### src/hdl/sws_pkg.sv
`timescale 1ns / 1ps
// ----------------------------------------------------------------------------
// sws_pkg
// Shared types, codes and widths of the stack with search.
// ----------------------------------------------------------------------------
package sws_pkg;

    localparam int DEPTH_DEFAULT     = 1024;
    localparam int WORD_BITS_DEFAULT = 32;

    localparam int OPERAND_BITS   = 32;
    localparam int ACTION_BITS    = 2;
    localparam int TOP_BITS       = 32;
    localparam int COUNT_BITS     = 11;
    localparam int STATUS_BITS    = 2;
    localparam int OUT_FIELD_BITS = TOP_BITS + 1 + COUNT_BITS + STATUS_BITS;
    localparam int OUT_TDATA_BITS = ((OUT_FIELD_BITS + 7) / 8) * 8;

    typedef enum logic [ACTION_BITS-1:0] {
        ACT_PUSH   = 2'd0,
        ACT_POP    = 2'd1,
        ACT_TOP    = 2'd2,
        ACT_SEARCH = 2'd3
    } act_t;

    typedef enum logic [STATUS_BITS-1:0] {
        ST_OK    = 2'd0,
        ST_EMPTY = 2'd1,
        ST_FULL  = 2'd2
    } status_t;

    typedef struct packed {
        logic    latch;
        logic    push;
        logic    pop;
        logic    pop_read;
        logic    pop_load;
        logic    scan_start;
        logic    scan_next;
        logic    set_found;
        logic    set_result;
        status_t status_code;
        logic    load_out;
    } cmd_t;

    typedef struct packed {
        act_t op;
        logic empty;
        logic full;
        logic fill_ge2;
        logic match;
        logic scan_last;
        logic out_free;
    } stat_t;

endpackage

### src/hdl/sws_ctrl.sv
`timescale 1ns / 1ps
// ----------------------------------------------------------------------------
// sws_ctrl
// Sequencer: takes one item, runs push, pop, top or search, hands the
// result to the output register.
// ----------------------------------------------------------------------------
module sws_ctrl (
    input  logic           aclk,
    input  logic           aresetn,
    input  logic           s_tvalid,
    output logic           s_tready,
    input  sws_pkg::stat_t stat,
    output sws_pkg::cmd_t  cmd
);

    typedef enum logic [4:0] {
        S_IDLE     = 5'b00001,
        S_EXEC     = 5'b00010,
        S_POP_WAIT = 5'b00100,
        S_SCAN     = 5'b01000,
        S_FINISH   = 5'b10000
    } state_t;

    state_t state_reg;
    state_t state_next;

    always_comb begin
        state_next      = state_reg;
        cmd             = '0;
        cmd.status_code = sws_pkg::ST_OK;
        s_tready        = 1'b0;
        case (state_reg)
            S_IDLE: begin
                s_tready = 1'b1;
                if (s_tvalid) begin
                    cmd.latch  = 1'b1;
                    state_next = S_EXEC;
                end
            end
            S_EXEC: begin
                cmd.set_result = 1'b1;
                state_next     = S_FINISH;
                case (stat.op)
                    sws_pkg::ACT_PUSH: begin
                        if (stat.full) begin
                            cmd.status_code = sws_pkg::ST_FULL;
                        end else begin
                            cmd.push = 1'b1;
                        end
                    end
                    sws_pkg::ACT_POP: begin
                        if (stat.empty) begin
                            cmd.status_code = sws_pkg::ST_EMPTY;
                        end else begin
                            cmd.pop = 1'b1;
                            if (stat.fill_ge2) begin
                                cmd.pop_read = 1'b1;
                                state_next   = S_POP_WAIT;
                            end
                        end
                    end
                    sws_pkg::ACT_TOP: begin
                        if (stat.empty) begin
                            cmd.status_code = sws_pkg::ST_EMPTY;
                        end
                    end
                    default: begin
                        if (!stat.empty) begin
                            cmd.scan_start = 1'b1;
                            state_next     = S_SCAN;
                        end
                    end
                endcase
            end
            S_POP_WAIT: begin
                cmd.pop_load = 1'b1;
                state_next   = S_FINISH;
            end
            S_SCAN: begin
                if (stat.match) begin
                    cmd.set_found = 1'b1;
                    state_next    = S_FINISH;
                end else if (stat.scan_last) begin
                    state_next = S_FINISH;
                end else begin
                    cmd.scan_next = 1'b1;
                end
            end
            S_FINISH: begin
                if (stat.out_free) begin
                    cmd.load_out = 1'b1;
                    state_next   = S_IDLE;
                end
            end
            default: begin
                state_next = S_IDLE;
            end
        endcase
    end

    always_ff @(posedge aclk) begin
        if (!aresetn) begin
            state_reg <= S_IDLE;
        end else begin
            state_reg <= state_next;
        end
    end

endmodule

### config.mk
export PLATFORM = sky130hd
export DESIGN_NAME = sws_ctrl
export DESIGN_NICKNAME = d
export VERILOG_FILES = /design/src/hdl/sws_pkg.sv /design/src/hdl/sws_ctrl.sv
export SDC_FILE = /design/constraint.sdc
export NUM_CORES = 1
export LEC_CHECK = 0
export ABC_AREA = 1
export BUFFER_PORTS_ARGS = -buffer_cell sky130_fd_sc_hd__buf_2
export CORE_AREA = 8 8 45 47
export CTS_CLUSTER_SIZE = 20
export DETAILED_ROUTE_END_ITERATION = 16
export DIE_AREA = 0 0 53 55
export PLACE_DENSITY_LB_ADDON = 0.05
export SETUP_SLACK_MARGIN = 0.15
export SLEW_MARGIN = 20
export SYNTH_ARGS = -nofsm -noshare
export SYNTH_HDL_FRONTEND = slang
export SYNTH_SLANG_ARGS = --single-unit
### constraint.sdc
create_clock -name aclk -period 1.7 [get_ports aclk]
set_input_delay 0.255 -clock aclk [delete_from_list [all_inputs] [get_ports aclk]]
set_output_delay 0.255 -clock aclk [all_outputs]
set_load 0.01 [all_outputs]
==> results.md <==
* Status: completed
* CTS tree: done
* Cells after Synth at 82
* Routability cong. at about 0.75
* Layout area overhead at 51.3%
* Fill cells at about 150
* H-tree depth at 1
* CTS root buf: clkbuf_4
* Number of placement rows at 14
* RSZ-0062 raised after global routing: yes
* Yosys cell types at 17
* Yosys Warn Count at 0
* Total CTS buffers at 3
* Fin util at 0.562
* Syn Nets at 98
* Worst Path Buf+Inv at 2
* Post-route cell area at 778 sq um
* Buffers on Ports at 23
* Worst-margin pin slew at roughly 0.24 ns
* Total grt overflow at 0
* Clock Path Buffers at 2
* Post-Synthesis Mean Instance Area at 6.27 sq um
* Placed cell area at 649 sq um
* Hpwl dp at 1150 um
* Largest register FFs at 5
* Final clock skew at roughly 0.0018 ns
* Pin count of the biggest net entering global routing at 8
* Die extent in x at 53 um
* Clk_lat worst skew at 0.24 ns
* Post-synthesis sequential area ratio at 0.195
* Finished Layout Cells at 132
* Residual DRC at 0
* # clock sinks at 5
* P per Cell Area at 568 nW/um^2
* Vias at between 600 and 700
* Cts hold-fix bufs at 0
* Worst path cell trace: nor2_4 > nand4_1 > buf_6 > nor2_4 > buf_6
* First-pass GRT wire length at 2300 um
* CP arrival at between 1 and 1.5 ns
* Synthesis-stage register bit count at 5
* Vias in the first global route at 583
* Share of cells above drive strength 1 at 0.440
* Worst setup EP type: primary output
* Initial Utilization at 0.372
* Max-slew headroom at 0.842
* Max Slew Vio Count at 0
* Crit path max-delay cell type: dfxtp_2
* WP data required at 1.44 ns
* LEAKAGE at roughly 0.45 nW
* Max VDD drop at between 0.2 and 0.3 mV
* Setup_tns at 0 ns
* Final Cycle Share at 0.903
* Core Footprint at 1380 sq um
* Die Footprint at 2920 sq um
* Antenna viol nets, final at 0
* Max-Cap Viols at 0
* Count of final setup violators at 0
* CP Class: reg -> out
* Family with the most delay on the worst path: simple AND/OR/NAND/NOR gates
* Hold WS at 0.258 ns
* Crit path max fanout at 4
* # IOs at 24
* Die Y at 55 um
* Initial drt markers at 6
* Power Total at ~0.44 mW
* Reg clk slew, reported paths at roughly 0.040 ns
* Via/cell ratio at 4.77
* Multi-input logic area at 375 sq um
* Final setup margin at 0.164 ns
* Fmax at about 650 MHz
* Mean routed wirelength per cell at 11.1 um
* Dpl cells at 121
* Worst R2R Setup Slack at 0.23 ns
* Mapped cell area at 514 sq um
* Fin nets at 133
* Total track usage at 0.105
* Final wirelength at 1460 um
* Dpl ws at 0.309 ns
* Antenna diodes at 0
* Startpoint types: register
* Seq. cell area at 105 sq um
* Final hold viol count at 0
* Drt first pass iters at 4
* Initial antenna violation count at 0
* Min-Delay Path Class: in -> reg
* Max stage delay on crit path at 0.32 ns
* Fin crit period at 1.54 ns
[worst paths after layout]
| check | from | end | cells past startpoint |
|---|---|---|---|
| max | state_reg[3] | cmd[2] | 5 |
| min reg2reg | state_reg[0] | state_reg[3] | 3 |
| max reg2reg | state_reg[3] | state_reg[0] | 9 |
| min | aresetn | state_reg[0] | 2 |
[repair_timing]
item,4_1_cts,5_1_grt
hold endpoints to repair,0,0
pin swaps,3,4
setup buffers,6,1
endpoints found under the setup margin,5,6
resized for setup,3,10
[cells in the mapped netlist]
cell type | count | area [sq um]
nand2_2 | 3 | 18.8
nor2_2 | 3 | 18.8
o21ai_0 | 1 | 5.00
nand4_1 | 3 | 18.8
nand4_2 | 1 | 12.5
nand3_1 | 8 | 40.0
ha_1 | 5 | 62.6
nor2_4 | 3 | 33.8
a21oi_1 | 2 | 10.0
dfxtp_1 | 5 | 100
nor3_1 | 6 | 30.0
nor2_1 | 11 | 41.3
nand3b_1 | 1 | 7.51
inv_2 | 2 | 7.51
nor4_1 | 1 | 6.26
inv_1 | 16 | 60.1
nand2_1 | 11 | 41.3
[cell type report]
cell class / instances / area share
clock buffers: 4 / 0.0338
inverters: 18 / 0.0868
multi-input cells: 59 / 0.482
flip-flops and latches: 5 / 0.135
well taps: 16 / 0.0257
repair buffers: 30 / 0.236
[where the power goes]
group / switching (mW) / total, mW / internal (mW)
Sequential: 0.0122 / 0.142 / 0.129
Combinational: 0.102 / 0.168 / 0.0668
Clock: 0.0439 / 0.132 / 0.0884
Total: 0.158 / 0.442 / 0.285
[cell usage in the layout (no fill, tap or decap), drive strengths merged]
master / instances
inv: 18
nand4: 4
nor3: 6
buf: 30
a21oi: 2
nor2: 17
clkbuf: 4
nand2: 14
dfxtp: 5
nand3: 8
ha: 5
o21ai: 1
nor4: 1
nand3b: 1
[cell families (layout without fill, tap and decap cells)]
| family | after synthesis | in the layout | synth area share |
|---|---|---|---|
| AO/OA/AOI/OAI | 3 | 3 | 0.0292 |
| AND/OR/NAND/NOR | 51 | 51 | 0.523 |
| adder cells (fa/ha/maj) | 5 | 5 | 0.122 |
| buffers and inverters | 18 | 52 | 0.131 |
| flip-flops | 5 | 5 | 0.195 |
[layer usage]
layer  GRT usage  share of wire
met1       0.105           0.40
met2       0.203           0.52
met3      0.0134          0.060
met4      0.0647          0.018
met5           0              0
(Power assumes the default switching activity.)
